--- src/hdl/piecewise_linear_calibration_assert.svh ---
// ----------------------------------------------------------------------------
// piecewise linear calibration assertion macros
// concurrent checks clocked on clk, disabled while arst_n is low
// ----------------------------------------------------------------------------
`ifndef PIECEWISE_LINEAR_CALIBRATION_ASSERT_SVH
`define PIECEWISE_LINEAR_CALIBRATION_ASSERT_SVH

// same-cycle implication
`define PLC_ASSERT_IMP(lbl, ante, cons, msg) \
	lbl: assert property (@(posedge clk) disable iff (!arst_n) (ante) |-> (cons)) \
		else $error(msg);

// next-cycle implication
`define PLC_ASSERT_NXT(lbl, ante, cons, msg) \
	lbl: assert property (@(posedge clk) disable iff (!arst_n) (ante) |=> (cons)) \
		else $error(msg);

`endif

--- src/hdl/plc_pkg.sv ---
`timescale 1ns / 1ps
// ----------------------------------------------------------------------------
// plc_pkg
// shared constants, types and reset tables of the calibration block
// ----------------------------------------------------------------------------
package plc_pkg;

	localparam int NUM_POINTS = 5;
	localparam int PT_IDX_W   = $clog2(NUM_POINTS);
	localparam int IDX_IN_W   = 3;
	localparam int RAW_W      = 16;
	localparam int POS_W      = 16;
	localparam int MASK_OUT_W = 5;
	localparam int IN_DATA_W  = 40;
	localparam int OUT_DATA_W = 24;

	localparam int MD_W     = 16;
	localparam int MD_CNT_W = $clog2(MD_W);

	localparam logic [PT_IDX_W-1:0]   LAST_IDX  = PT_IDX_W'(NUM_POINTS - 1);
	localparam logic [NUM_POINTS-1:0] FULL_MASK = {NUM_POINTS{1'b1}};

	typedef struct packed {
		logic                    en;
		logic [PT_IDX_W-1:0]     idx;
		logic [RAW_W-1:0]        raw;
		logic signed [POS_W-1:0] pos;
	} plc_wr_t;

	typedef struct packed {
		logic            start;
		logic [MD_W-1:0] mcand;
		logic [MD_W-1:0] mplier;
		logic [MD_W-1:0] divisor;
	} plc_md_req_t;

	typedef struct packed {
		logic busy;
		logic done;
	} plc_md_stat_t;

	function automatic logic [RAW_W-1:0] reset_raw(int n);
		return RAW_W'(50 + 50 * n);
	endfunction

	function automatic logic [POS_W-1:0] reset_pos(int n);
		return POS_W'(1000 * n);
	endfunction

endpackage

--- src/hdl/piecewise_linear_calibration.sv ---
`timescale 1ns / 1ps
// a write item goes to the done state, which fills the output register once the
// output side is free; a convert item goes to done from clamp when clamped, else it
//   scans, then passes setup and, unless the segment is flat, the multiply-divide,
//   or the nearer-endpoint state when no segment holds the reading
// one item at a time: the next item is taken once the result is registered
// reset: arst_n clears control, mask and ready flag, and loads the default points
// ----------------------------------------------------------------------------
// piecewise_linear_calibration
// five-point sensor calibration with sequential segment search and
// bit-serial interpolation
// ----------------------------------------------------------------------------
`include "piecewise_linear_calibration_assert.svh"

module piecewise_linear_calibration import plc_pkg::*; (
	input  logic                  clk,
	input  logic                  arst_n,
	input  logic                  s_tvalid,
	output logic                  s_tready,
	input  logic [IN_DATA_W-1:0]  s_tdata,  // point_index, raw_reading, true_position, pad
	input  logic                  s_tuser,  // kind
	output logic                  m_tvalid,
	input  logic                  m_tready,
	output logic [OUT_DATA_W-1:0] m_tdata   // position, accepted, ready_res, received_mask, pad
);

	localparam logic [2:0] ST_IDLE   = 3'd0;
	localparam logic [2:0] ST_CLAMP  = 3'd1;
	localparam logic [2:0] ST_SCAN   = 3'd2;
	localparam logic [2:0] ST_SETUP  = 3'd3;
	localparam logic [2:0] ST_MULDIV = 3'd4;
	localparam logic [2:0] ST_NEAR   = 3'd5;
	localparam logic [2:0] ST_DONE   = 3'd6;

	localparam logic KIND_WRITE = 1'b0;

	logic [2:0]              state_q;
	logic [RAW_W-1:0]        x_q;
	logic [RAW_W-1:0]        ra_q;
	logic signed [POS_W-1:0] pa_q;
	logic [RAW_W-1:0]        rb_q;
	logic signed [POS_W-1:0] pb_q;
	logic [PT_IDX_W-1:0]     idx_q;
	logic                    neg_q;
	logic signed [POS_W-1:0] res_pos_q;
	logic                    res_acc_q;
	logic                    m_tvalid_q;
	logic [OUT_DATA_W-1:0]   m_tdata_q;

	logic [IDX_IN_W-1:0]     idx_in;
	logic [RAW_W-1:0]        raw_in;
	logic [POS_W-1:0]        pos_in;
	logic                    accept;
	logic                    idx_ok;
	logic                    out_free;

	plc_wr_t                 wr;
	plc_md_req_t             md_req;
	plc_md_stat_t            md_stat;
	logic [MD_W-1:0]         md_quot;

	logic [RAW_W-1:0]        rd_raw;
	logic signed [POS_W-1:0] rd_pos;
	logic [RAW_W-1:0]        first_raw;
	logic signed [POS_W-1:0] first_pos;
	logic [RAW_W-1:0]        last_raw;
	logic signed [POS_W-1:0] last_pos;
	logic [NUM_POINTS-1:0]   mask;
	logic                    ready;

	logic                    descending;
	logic                    clamp_first;
	logic                    clamp_last;
	logic                    hit;
	logic [RAW_W:0]          dx_d;
	logic [RAW_W:0]          t_d;
	logic [POS_W:0]          dy_d;
	logic [RAW_W:0]          d0_d;
	logic [RAW_W:0]          dl_d;
	logic [RAW_W-1:0]        d0_mag;
	logic [RAW_W-1:0]        dl_mag;
	logic [MD_W:0]           q_signed;
	logic [POS_W+1:0]        interp_sum;

	assign idx_in   = s_tdata[IDX_IN_W-1:0];
	assign raw_in   = s_tdata[IDX_IN_W+RAW_W-1:IDX_IN_W];
	assign pos_in   = s_tdata[IDX_IN_W+RAW_W+POS_W-1:IDX_IN_W+RAW_W];
	assign s_tready = (state_q == ST_IDLE);
	assign accept   = s_tvalid && s_tready;
	assign idx_ok   = ({{(32-IDX_IN_W){1'b0}}, idx_in} < 32'(NUM_POINTS));
	assign out_free = !m_tvalid_q || m_tready;

	assign wr.en  = accept && (s_tuser == KIND_WRITE) && idx_ok;
	assign wr.idx = PT_IDX_W'(idx_in);
	assign wr.raw = raw_in;
	assign wr.pos = pos_in;

	plc_point_store u_store (
		.clk       (clk),
		.arst_n    (arst_n),
		.wr        (wr),
		.rd_idx    (idx_q),
		.rd_raw    (rd_raw),
		.rd_pos    (rd_pos),
		.first_raw (first_raw),
		.first_pos (first_pos),
		.last_raw  (last_raw),
		.last_pos  (last_pos),
		.mask      (mask),
		.ready     (ready)
	);

	// end clamping
	assign descending  = (first_raw > last_raw);
	assign clamp_first = descending ? (x_q >= first_raw) : (x_q <= first_raw);
	assign clamp_last  = descending ? (x_q <= last_raw) : (x_q >= last_raw);

	// segment containment, either orientation
	assign hit = ((x_q >= ra_q) && (x_q <= rd_raw)) || ((x_q >= rd_raw) && (x_q <= ra_q));

	// segment deltas and magnitudes
	assign dx_d = {1'b0, rb_q} - {1'b0, ra_q};
	assign t_d  = {1'b0, x_q} - {1'b0, ra_q};
	assign dy_d = {pb_q[POS_W-1], pb_q} - {pa_q[POS_W-1], pa_q};

	assign md_req.start   = (state_q == ST_SETUP) && (dx_d != '0);
	assign md_req.mcand   = dy_d[POS_W] ? MD_W'(-dy_d) : dy_d[MD_W-1:0];
	assign md_req.mplier  = t_d[RAW_W] ? MD_W'(-t_d) : t_d[MD_W-1:0];
	assign md_req.divisor = dx_d[RAW_W] ? MD_W'(-dx_d) : dx_d[MD_W-1:0];

	plc_serial_muldiv u_muldiv (
		.clk    (clk),
		.arst_n (arst_n),
		.req    (md_req),
		.stat   (md_stat),
		.quot   (md_quot)
	);

	assign q_signed   = neg_q ? -{1'b0, md_quot} : {1'b0, md_quot};
	assign interp_sum = {{2{pa_q[POS_W-1]}}, pa_q} + {q_signed[MD_W], q_signed};

	// endpoint distances when no segment holds the reading
	assign d0_d   = {1'b0, x_q} - {1'b0, first_raw};
	assign dl_d   = {1'b0, x_q} - {1'b0, last_raw};
	assign d0_mag = d0_d[RAW_W] ? RAW_W'(-d0_d) : d0_d[RAW_W-1:0];
	assign dl_mag = dl_d[RAW_W] ? RAW_W'(-dl_d) : dl_d[RAW_W-1:0];

	always_ff @(posedge clk or negedge arst_n) begin
		if (!arst_n) begin
			state_q    <= ST_IDLE;
			m_tvalid_q <= 1'b0;
		end else begin
			if (m_tready && !((state_q == ST_DONE) && out_free)) begin
				m_tvalid_q <= 1'b0;
			end
			unique case (state_q)
				ST_IDLE: begin
					if (accept) begin
						state_q <= (s_tuser == KIND_WRITE) ? ST_DONE : ST_CLAMP;
					end
				end
				ST_CLAMP: begin
					state_q <= (clamp_first || clamp_last) ? ST_DONE : ST_SCAN;
				end
				ST_SCAN: begin
					if (hit) begin
						state_q <= ST_SETUP;
					end else if (idx_q == LAST_IDX) begin
						state_q <= ST_NEAR;
					end
				end
				ST_SETUP: begin
					state_q <= md_req.start ? ST_MULDIV : ST_DONE;
				end
				ST_MULDIV: begin
					if (md_stat.done) begin
						state_q <= ST_DONE;
					end
				end
				ST_NEAR: begin
					state_q <= ST_DONE;
				end
				ST_DONE: begin
					if (out_free) begin
						m_tvalid_q <= 1'b1;
						state_q    <= ST_IDLE;
					end
				end
				default: begin
					state_q <= ST_IDLE;
				end
			endcase
		end
	end

	always_ff @(posedge clk) begin
		unique case (state_q)
			ST_IDLE: begin
				x_q       <= raw_in;
				res_pos_q <= '0;
				res_acc_q <= (s_tuser != KIND_WRITE) || idx_ok;
			end
			ST_CLAMP: begin
				res_pos_q <= clamp_first ? first_pos : last_pos;
				ra_q      <= first_raw;
				pa_q      <= first_pos;
				idx_q     <= PT_IDX_W'(1);
			end
			ST_SCAN: begin
				rb_q <= rd_raw;
				pb_q <= rd_pos;
				if (!hit) begin
					ra_q  <= rd_raw;
					pa_q  <= rd_pos;
					idx_q <= idx_q + 1'b1;
				end
			end
			ST_SETUP: begin
				res_pos_q <= pa_q;
				neg_q     <= t_d[RAW_W] ^ dy_d[POS_W] ^ dx_d[RAW_W];
			end
			ST_MULDIV: begin
				res_pos_q <= interp_sum[POS_W-1:0];
			end
			ST_NEAR: begin
				res_pos_q <= (d0_mag < dl_mag) ? first_pos : last_pos;
			end
			ST_DONE: begin
				if (out_free) begin
					m_tdata_q <= {1'b0, MASK_OUT_W'(mask), ready, res_acc_q, res_pos_q};
				end
			end
			default: begin
				x_q <= x_q;
			end
		endcase
	end

	assign m_tvalid = m_tvalid_q;
	assign m_tdata  = m_tdata_q;

	`PLC_ASSERT_IMP(a_ready_full, ready, mask == FULL_MASK, "ready flag set without all points")
	`PLC_ASSERT_NXT(a_mask_keeps, 1'b1, (mask & $past(mask)) == $past(mask), "received mask lost a bit")
	`PLC_ASSERT_IMP(a_done_state, md_stat.done, state_q == ST_MULDIV, "divider finished out of turn")
	`PLC_ASSERT_IMP(a_md_busy, (state_q == ST_MULDIV) && !md_stat.done, md_stat.busy, "divider idle while awaited")
	`PLC_ASSERT_NXT(a_accept_leaves, accept, state_q != ST_IDLE, "accepted item not taken up")

endmodule

--- src/hdl/plc_point_store.sv ---
`timescale 1ns / 1ps
// ----------------------------------------------------------------------------
// plc_point_store
// calibration point registers, received mask and ready flag
// ----------------------------------------------------------------------------
module plc_point_store import plc_pkg::*; (
	input  logic                    clk,
	input  logic                    arst_n,
	input  plc_wr_t                 wr,
	input  logic [PT_IDX_W-1:0]     rd_idx,
	output logic [RAW_W-1:0]        rd_raw,
	output logic signed [POS_W-1:0] rd_pos,
	output logic [RAW_W-1:0]        first_raw,
	output logic signed [POS_W-1:0] first_pos,
	output logic [RAW_W-1:0]        last_raw,
	output logic signed [POS_W-1:0] last_pos,
	output logic [NUM_POINTS-1:0]   mask,
	output logic                    ready
);

	logic [RAW_W-1:0]        raw_q  [NUM_POINTS];
	logic signed [POS_W-1:0] pos_q  [NUM_POINTS];
	logic [NUM_POINTS-1:0]   mask_q;
	logic                    ready_q;
	logic [NUM_POINTS-1:0]   mask_next;

	always_comb begin
		mask_next = mask_q;
		if (wr.en) begin
			mask_next[wr.idx] = 1'b1;
		end
	end

	always_ff @(posedge clk or negedge arst_n) begin
		if (!arst_n) begin
			for (int i = 0; i < NUM_POINTS; i++) begin
				raw_q[i] <= reset_raw(i);
				pos_q[i] <= reset_pos(i);
			end
			mask_q  <= '0;
			ready_q <= 1'b0;
		end else if (wr.en) begin
			raw_q[wr.idx] <= wr.raw;
			pos_q[wr.idx] <= wr.pos;
			mask_q        <= mask_next;
			if (mask_next == FULL_MASK) begin
				ready_q <= 1'b1;
			end
		end
	end

	assign rd_raw    = raw_q[rd_idx];
	assign rd_pos    = pos_q[rd_idx];
	assign first_raw = raw_q[0];
	assign first_pos = pos_q[0];
	assign last_raw  = raw_q[LAST_IDX];
	assign last_pos  = pos_q[LAST_IDX];
	assign mask      = mask_q;
	assign ready     = ready_q;

endmodule

--- src/hdl/plc_serial_muldiv.sv ---
`timescale 1ns / 1ps
// ----------------------------------------------------------------------------
// plc_serial_muldiv
// bit-serial unsigned multiply then restoring divide, one bit a cycle
// ----------------------------------------------------------------------------
module plc_serial_muldiv import plc_pkg::*; (
	input  logic            clk,
	input  logic            arst_n,
	input  plc_md_req_t     req,
	output plc_md_stat_t    stat,
	output logic [MD_W-1:0] quot
);

	logic                  busy_q;
	logic                  done_q;
	logic                  div_phase_q;
	logic [MD_CNT_W-1:0]   cnt_q;
	logic [2*MD_W-1:0]     acc_q;
	logic [MD_W-1:0]       mcand_q;
	logic [MD_W-1:0]       divisor_q;

	logic [MD_W:0]         mul_hi;
	logic [MD_W:0]         trial;
	logic [MD_W:0]         trial_sub;
	logic                  trial_ge;
	logic [MD_W-1:0]       rem_new;
	logic                  last_step;

	localparam logic [MD_CNT_W-1:0] CNT_LAST = MD_CNT_W'(MD_W - 1);

	// shift-add multiply step
	assign mul_hi = {1'b0, acc_q[2*MD_W-1:MD_W]} + (acc_q[0] ? {1'b0, mcand_q} : '0);

	// restoring divide step, remainder starts below the divisor
	assign trial     = {acc_q[2*MD_W-1:MD_W], acc_q[MD_W-1]};
	assign trial_sub = trial - {1'b0, divisor_q};
	assign trial_ge  = (trial >= {1'b0, divisor_q});
	assign rem_new   = trial_ge ? trial_sub[MD_W-1:0] : trial[MD_W-1:0];
	assign last_step = (cnt_q == CNT_LAST);

	always_ff @(posedge clk or negedge arst_n) begin
		if (!arst_n) begin
			busy_q      <= 1'b0;
			done_q      <= 1'b0;
			div_phase_q <= 1'b0;
			cnt_q       <= '0;
		end else begin
			done_q <= 1'b0;
			if (req.start) begin
				busy_q      <= 1'b1;
				div_phase_q <= 1'b0;
				cnt_q       <= '0;
			end else if (busy_q) begin
				cnt_q <= cnt_q + 1'b1;
				if (last_step) begin
					cnt_q <= '0;
					if (div_phase_q) begin
						busy_q <= 1'b0;
						done_q <= 1'b1;
					end else begin
						div_phase_q <= 1'b1;
					end
				end
			end
		end
	end

	always_ff @(posedge clk) begin
		if (req.start) begin
			acc_q     <= {{MD_W{1'b0}}, req.mplier};
			mcand_q   <= req.mcand;
			divisor_q <= req.divisor;
		end else if (busy_q) begin
			if (div_phase_q) begin
				acc_q <= {rem_new, acc_q[MD_W-2:0], trial_ge};
			end else begin
				acc_q <= {mul_hi, acc_q[MD_W-1:1]};
			end
		end
	end

	assign stat.busy = busy_q;
	assign stat.done = done_q;
	assign quot      = acc_q[MD_W-1:0];

endmodule

--- config.mk ---
export PLATFORM = sky130hd
export DESIGN_NAME = piecewise_linear_calibration
export DESIGN_NICKNAME = d
export VERILOG_FILES = /design/src/hdl/plc_pkg.sv /design/src/hdl/piecewise_linear_calibration.sv /design/src/hdl/plc_point_store.sv /design/src/hdl/plc_serial_muldiv.sv
export VERILOG_INCLUDE_DIRS = /design/src /design/src/hdl
export SDC_FILE = /design/constraint.sdc
export NUM_CORES = 1
export LEC_CHECK = 0
export ABC_AREA = 1
export BUFFER_PORTS_ARGS = -buffer_cell sky130_fd_sc_hd__buf_2
export CAP_MARGIN = 25
export CORE_MARGIN = 2
export CORE_UTILIZATION = 50
export DETAILED_ROUTE_END_ITERATION = 12
export PLACE_DENSITY = 0.7
export SYNTH_ARGS = -nofsm -noshare
export SYNTH_HDL_FRONTEND = slang
export SYNTH_SLANG_ARGS = --single-unit
export TNS_END_PERCENT = 100
--- constraint.sdc ---
create_clock -name clk -period 7.66 [get_ports clk]
set_clock_uncertainty 0.1 [all_clocks]
set_input_delay 0.766 -clock clk [delete_from_list [all_inputs] [get_ports clk]]
set_output_delay 0.766 -clock clk [all_outputs]
set_load 0.01 [all_outputs]
Yosys cells after proc, flatten, opt, wreduce, memory -nomap -nowiden
Cells that the tools add are included.

Register bits: 365. Logic and storage cells: 173. Output and inout bits: 26.

Equal/unequal tests: 14. $lt $le $gt $ge: 17. Muxes and demuxes: 61. $add $sub $neg: 16. Reduce and logical (&&, ||, !) cells: 27. Bitwise gates (word level): 6.

Operators by type and width (count): 16-bit two-way mux (19); 80-bit bitwise mux (2); 16-bit binary-select mux with 3-bit select (2); 16-bit negation (6); 16-bit by 16-bit subtractor with 17-bit output (5); 16-bit case mux with 5 select lines (1); 16-bit greater-or-equal comparator (4); 16-bit less-or-equal comparator (4); 16-bit case mux with 2 select lines (2); 16-bit demux with 3-bit select (1); 32-bit two-way mux (1); 3-bit two-way mux (8); 3-bit case mux with 7 select lines (1); 16-bit by 16-bit adder with 17-bit output (1); 17-bit by 16-bit greater-or-equal comparator with 1-bit output (1); 1-bit two-way mux (17); 17-bit nonzero test (1); 16-bit adder (1); 16-bit greater-than comparator (1); 16-bit < comparator (1); 16-bit subtractor (1); 3-bit equality test (second input constant) (4); 4-bit two-way mux (3); 1-bit logical AND (10); other kinds (29) (44).

Depth between registers and ports, before layout
Depth in word-level cells: 9. Mapped depth: 32.

Modules after synthesis
Synthesis repeated with hierarchy kept, for this count alone.

Cells, all modules: 4000. Area, all modules: 28401.0 um2.

By module, submodules not included: piecewise_linear_calibration (cells each 2307, times used 1, area each 14970.6 um2); plc_point_store (cells each 970, times used 1, area each 8207.9 um2); plc_serial_muldiv (cells each 723, times used 1, area each 5222.5 um2).

Worst setup path before layout
OpenSTA, ideal clock, no wires.

Path kind: register to register. Start point: reg idx_q[0]. End point: reg idx_q[0], enable pin. Data required time: 6.866 ns. Path slack: 3.277 ns. Path buffers: 3. Period minus slack after synthesis: 4.383 ns. Setup time: 0.694 ns. Cell stages (with the launch flop): 18. Arrival: 3.589 ns. Path through: edfxtp_1 -> clkbuf_1 -> clkbuf_1 -> clkbuf_1 -> a21oi_1 -> a211o_1 -> o21ai_0 -> inv_1 -> ha_1 -> nand2_1 -> o21ai_0 -> nand2_1 -> o211ai_1 -> nand2_1 -> nand3_1 -> nand2_1 -> nand3_1 -> o21ai_0.

Word-level cells in the longest chain between the ends: 9. Elaborated cells between the ends (all ways): 11.

Ends and longest elaborated chain: start: declaration (line piecewise_linear_calibration.sv:43) `logic [PT_IDX_W-1:0] idx_q;`; start signal: assignment (line piecewise_linear_calibration.sv:215) `idx_q <= idx_q + 1'b1;`; 3-bit NOT with 4-bit output (not written as such) (*) (line plc_point_store.sv:52) `assign rd_raw = raw_q[rd_idx];`; 16-bit binary-select mux with 3-bit select (*) (line plc_point_store.sv:52); 16-bit two-way mux (not written as such) (*) (2 in a row) (line plc_point_store.sv:52); via rd_raw[3] (line piecewise_linear_calibration.sv:62) `logic [RAW_W-1:0] rd_raw;`; 16-bit less-or-equal comparator / 16-bit greater-or-equal comparator (equally long branches) (line piecewise_linear_calibration.sv:119) `assign hit = ((x_q >= ra_q) && (x_q <= rd_raw)) || ((x_q >= rd_raw) && (x_q <= ra_q));`; 1-bit logical AND (line piecewise_linear_calibration.sv:119); 1-bit logical OR (*) (line piecewise_linear_calibration.sv:119); 2-bit inequality test (no source line) (*); 2-bit AND reduction (no source line) (*).

The timed path passes the listed nets; every way through them passes the cells marked *. The select of a mux whose other input is x is not followed. A chain may end at the register's enable or synchronous reset.

Final worst setup path
Start point: reg x_q[0]. End point: reg res_pos_q[12] (data pin).

Word-level cells in the longest chain between the ends: 6. Elaborated cells between the ends (all ways): 13.

Ends and longest elaborated chain: start: declaration (line piecewise_linear_calibration.sv:38) `logic [RAW_W-1:0] x_q;`; start signal: assignment (line piecewise_linear_calibration.sv:199) `x_q <= raw_in;`; start signal: assignment (line piecewise_linear_calibration.sv:234) `x_q <= x_q;`; 16-bit by 16-bit subtractor with 17-bit output, on equally long branches (line piecewise_linear_calibration.sv:143, piecewise_linear_calibration.sv:144); 16-bit negation, on equally long branches (line piecewise_linear_calibration.sv:145, piecewise_linear_calibration.sv:146); 16-bit two-way mux, on equally long branches (line piecewise_linear_calibration.sv:145, piecewise_linear_calibration.sv:146); 16-bit < comparator (line piecewise_linear_calibration.sv:226) `res_pos_q <= (d0_mag < dl_mag) ? first_pos : last_pos;`; 16-bit two-way mux (line piecewise_linear_calibration.sv:226); 16-bit case mux with 5 select lines (*) (line piecewise_linear_calibration.sv:197) `unique case (state_q)`; end signal: assignment (line piecewise_linear_calibration.sv:204) `res_pos_q <= clamp_first ? first_pos : last_pos;`; end signal: assignment (line piecewise_linear_calibration.sv:223) `res_pos_q <= interp_sum[POS_W-1:0];`; end signal: assignment (line piecewise_linear_calibration.sv:226); end: declaration (line piecewise_linear_calibration.sv:45) `logic signed [POS_W-1:0] res_pos_q;`.

Every way passes the cells marked *; elsewhere a longest branch is shown, timed or not.

==> impl_results.md <==
* Status: completed
* Area leader, netlist: edfxtp_1
* Worst vdd ir at between 200 and 250 µV
* EDFF count, synth at about 170
* Die area at 53600 µm²
* Share of cells above drive strength 1 at 0.0780
* Core area at 51200 µm²
* Per-cell routed wire length at between 15 and 20 µm
* Post-synthesis sequential area ratio at 0.385
* Routed wire length at 69800 µm
* TritonCTS clock tree: built
* Filler instances at around 4.9k
* Die width at approximately 230 µm
* Syn Nets at approximately 3.7k
* Fmax at 175 MHz
* Sw power at 961 µW
* Initial antenna violation count at 2
* # rows at between 80 and 90
* Number of global-route vias before repair at about 21k
* CTS H-tree lvls at 2
* Vias per cell at about 5.4
* Place WS at around 1800 ps
* Area of the multi-input gates at roughly 14000 µm²
* Post-synthesis cell type count at between 50 and 60
* Leakage power at about 13 nW
* Syn Area/Cell at ~7.5 µm²
* Final Instance Area at between 20000 and 30000 µm²
* DRC at 0
* Slew HR at 0.339
* Final Hold Fails at 0
* Final setup vio count at 0
* Worst Max-Slew Pin Slew at approximately 990 ps
* CP required at between 7000 and 8000 ps
* Combinational Power Share at 0.032
* DR pass1 iterations at 6
* Nets at about 3.7k
* Post-Synthesis Cell Area at ~26000 µm²
* Setup TNS at 0 ps
* Largest net degree at the start of global routing at roughly 110
* Clock-pin slew on the worst setup and hold paths at 60 ps
* Sink Count at 365
* Fraction of registers with async set/reset at 0.485
* Seq cells post-synth at 365
* Reg power frac at 0.497
* Initial Utilization at 0.506
* RePlAce Congestion at around 0.97
* Crit end category: flip-flop
* Crit path max fanout at 27
* Synth top area cells: edfxtp_1 20%, nand2_1 13%, dfrtp_1 13%
* YS warnings at 0
* Pint at 3.18 mW
* DP Area at roughly 27000 µm²
* Area Growth Syn to Fin at 9.00%
* Design Power at between 4 and 5 mW
* Via count at around 23k
* Die Span Y at roughly 230 µm
* Slew Limit Fails at 0
* Grt ovf at 0
* Number of DRC markers in iteration 0 at ~1.8k
* # hold bufs at CTS at 0
* Root Driver: clkbuf_16
* Crit Path Category: reg2reg
* Final min period at 5700 ps
* Clock network fraction of total power at 0.472
* Cell count after synthesis at roughly 3.4k
* N_diodes at 0
* Number of I/O port buffers at 64
* Gr usage total at 0.262
* HPWL Detailed at 51900 µm
* Clk Latency, worst-skew pair at 600 ps
* Critical Path Start Type: flip-flop
* Post-CTS sizing at 0
* IO Pins at 71
* Most common cell in the netlist: nand2_1
* # Post-CTS Setup Buffers at 0
* Yosys top cell area share at 0.200
* Hold WC Path Type: in2async
* RSZ-0062 raised after global routing: no
* First-pass GRT wire length at approximately 110000 µm
* Critical Path AT at slightly below 6000 ps
* Dominant synthesized flop cell: edfxtp_1
* Worst Slack Setup Final at 1960 ps
* Max cap viols at 0
* Final Cycle Share at 0.744
* TritonCTS Buffers at 40
* Sw frac at 0.232
* Clock buffer depth at 3
* Routed Antenna Nets at 0
* Sequential cell area at approximately 10000 µm²
* Most frequent cells after synthesis: 930 x nand2_1, 455 x inv_1, 354 x o21ai_0
* P per Cell Area at between 100 and 150 nW/µm²
-- stage by stage --
stage	instances	util	hold slack, ps
3_5_place_dp	4103	0.525	308
2_1_floorplan	3434	-	300
4_1_cts	4177	0.551	202
5_1_grt	4178	0.551	210
6_report	4178	0.551	158
3_3_place_gp	4102	0.525	304
-- routing by layer --
metal,part of all wire,GRT usage
met2,0.43,0.406
met1,0.47,0.382
met5,0,0
met3,0.071,0.0356
met4,0.028,0.0803
-- worst max-delay path, cell delays in order (launching register included) --
cell      delay, ps
edfxtp_1        370
inv_1           300
ha_1            210
inv_1            80
fa_1            400
inv_1            90
o21ai_1         160
nand3_1         110
nand2_1         100
xnor2_1         360
nand3_1         210
nor3_2          230
nand3b_1        120
nand3_1          90
nand2_1          70
ha_1            310
a21oi_1         140
o21ai_0          90
a21oi_1         590
nand2_1         740
o211ai_1        420
nand3b_1        110
-- logic make-up (layout without fill, tap and decap cells) --
group / Yosys count / count (layout) / share of synthesized area
flip-flops: 365 / 365 / 0.385
other: 1 / 1 / 0.000145
XOR/XNOR: 124 / 124 / 0.0420
AO/OA/AOI/OAI: 726 / 726 / 0.157
adder cells (fa/ha/maj): 191 / 191 / 0.0946
AND/OR/NAND/NOR: 1457 / 1457 / 0.235
multiplexers: 1 / 1 / 0.000387
buffers and inverters: 569 / 633 / 0.0852
-- power by group through the flow --
stage	Clock, mW	Sequential (mW)	Combinational, mW
floorplan	0	2.09	0.0707
global placement	0	2.09	0.127
detailed placement	0	2.09	0.131
CTS	1.98	2.06	0.131
global route	2.07	2.06	0.150
finish	1.95	2.06	0.131
-- area by class of cell --
class                   instances  share of cell area
inverters                     464              0.0618
well taps                     680              0.0302
flip-flops and latches        365               0.353
clock buffers                  52              0.0399
multi-input cells            2500               0.487
repair buffers                 95              0.0202
clock inverters                22             0.00741
-- flip-flops by register name, summed over array words and instances (netlist names), 5 cells and up --
name and flops:
u_store.first_raw 16, u_muldiv.mcand_q 16, u_store.mask 5, u_store.first_pos 16
pa_q 16, u_store.raw_q 48, ra_q 16, u_store.last_raw 16
x_q 16, u_store.last_pos 16, m_tdata 23, rb_q 16
u_muldiv.acc_q 32, u_store.pos_q 48, res_pos_q 16, u_muldiv.divisor_q 16
pb_q 16
-- cell usage in the layout, fill, tap and decap left out, drive strengths merged, types with 3 or more instances in the layout --
cell	Yosys	layout
dfstp	44	44
o21bai	10	10
dfxtp	16	16
buf	25	94
nor2	204	204
nand3b	33	33
o21a	7	7
xor2	71	71
o22ai	3	3
and2	3	3
edfxtp	172	172
inv	460	465
or2	11	11
a21o	8	8
ha	183	183
o21ai	374	374
nand4	40	40
a31oi	7	7
nor4	3	3
a21oi	218	218
nand3	187	187
a211o	33	33
o211ai	53	53
fa	8	8
a21boi	6	6
xnor2	53	53
nand2	945	945
clkinv	4	18
clkbuf	80	53
dfrtp	133	133
nor3	29	29
-- path summary, 6_finish.rpt --
kind	from	end	slack [ps]	cells after the start
max	x_q[0]$_DFFE_PP_	res_pos_q[12]$_SDFFCE_PN0P_	1960	21
min	arst_n	u_muldiv.cnt_q[2]$_DFFE_PN0P_	160	1
max reg2reg	x_q[0]$_DFFE_PP_	res_pos_q[12]$_SDFFCE_PN0P_	1960	21
min reg2reg	res_acc_q$_DFFE_PP_	m_tdata[16]$_DFFE_PP_	320	0
max in group asynchronous	arst_n	u_store.raw_q[21]$_DFFE_PN0P_	5770	2
min in group clk	s_tdata[17]	x_q[14]$_DFFE_PP_	260	1
Note: power is estimated with default switching activity, not from simulation.
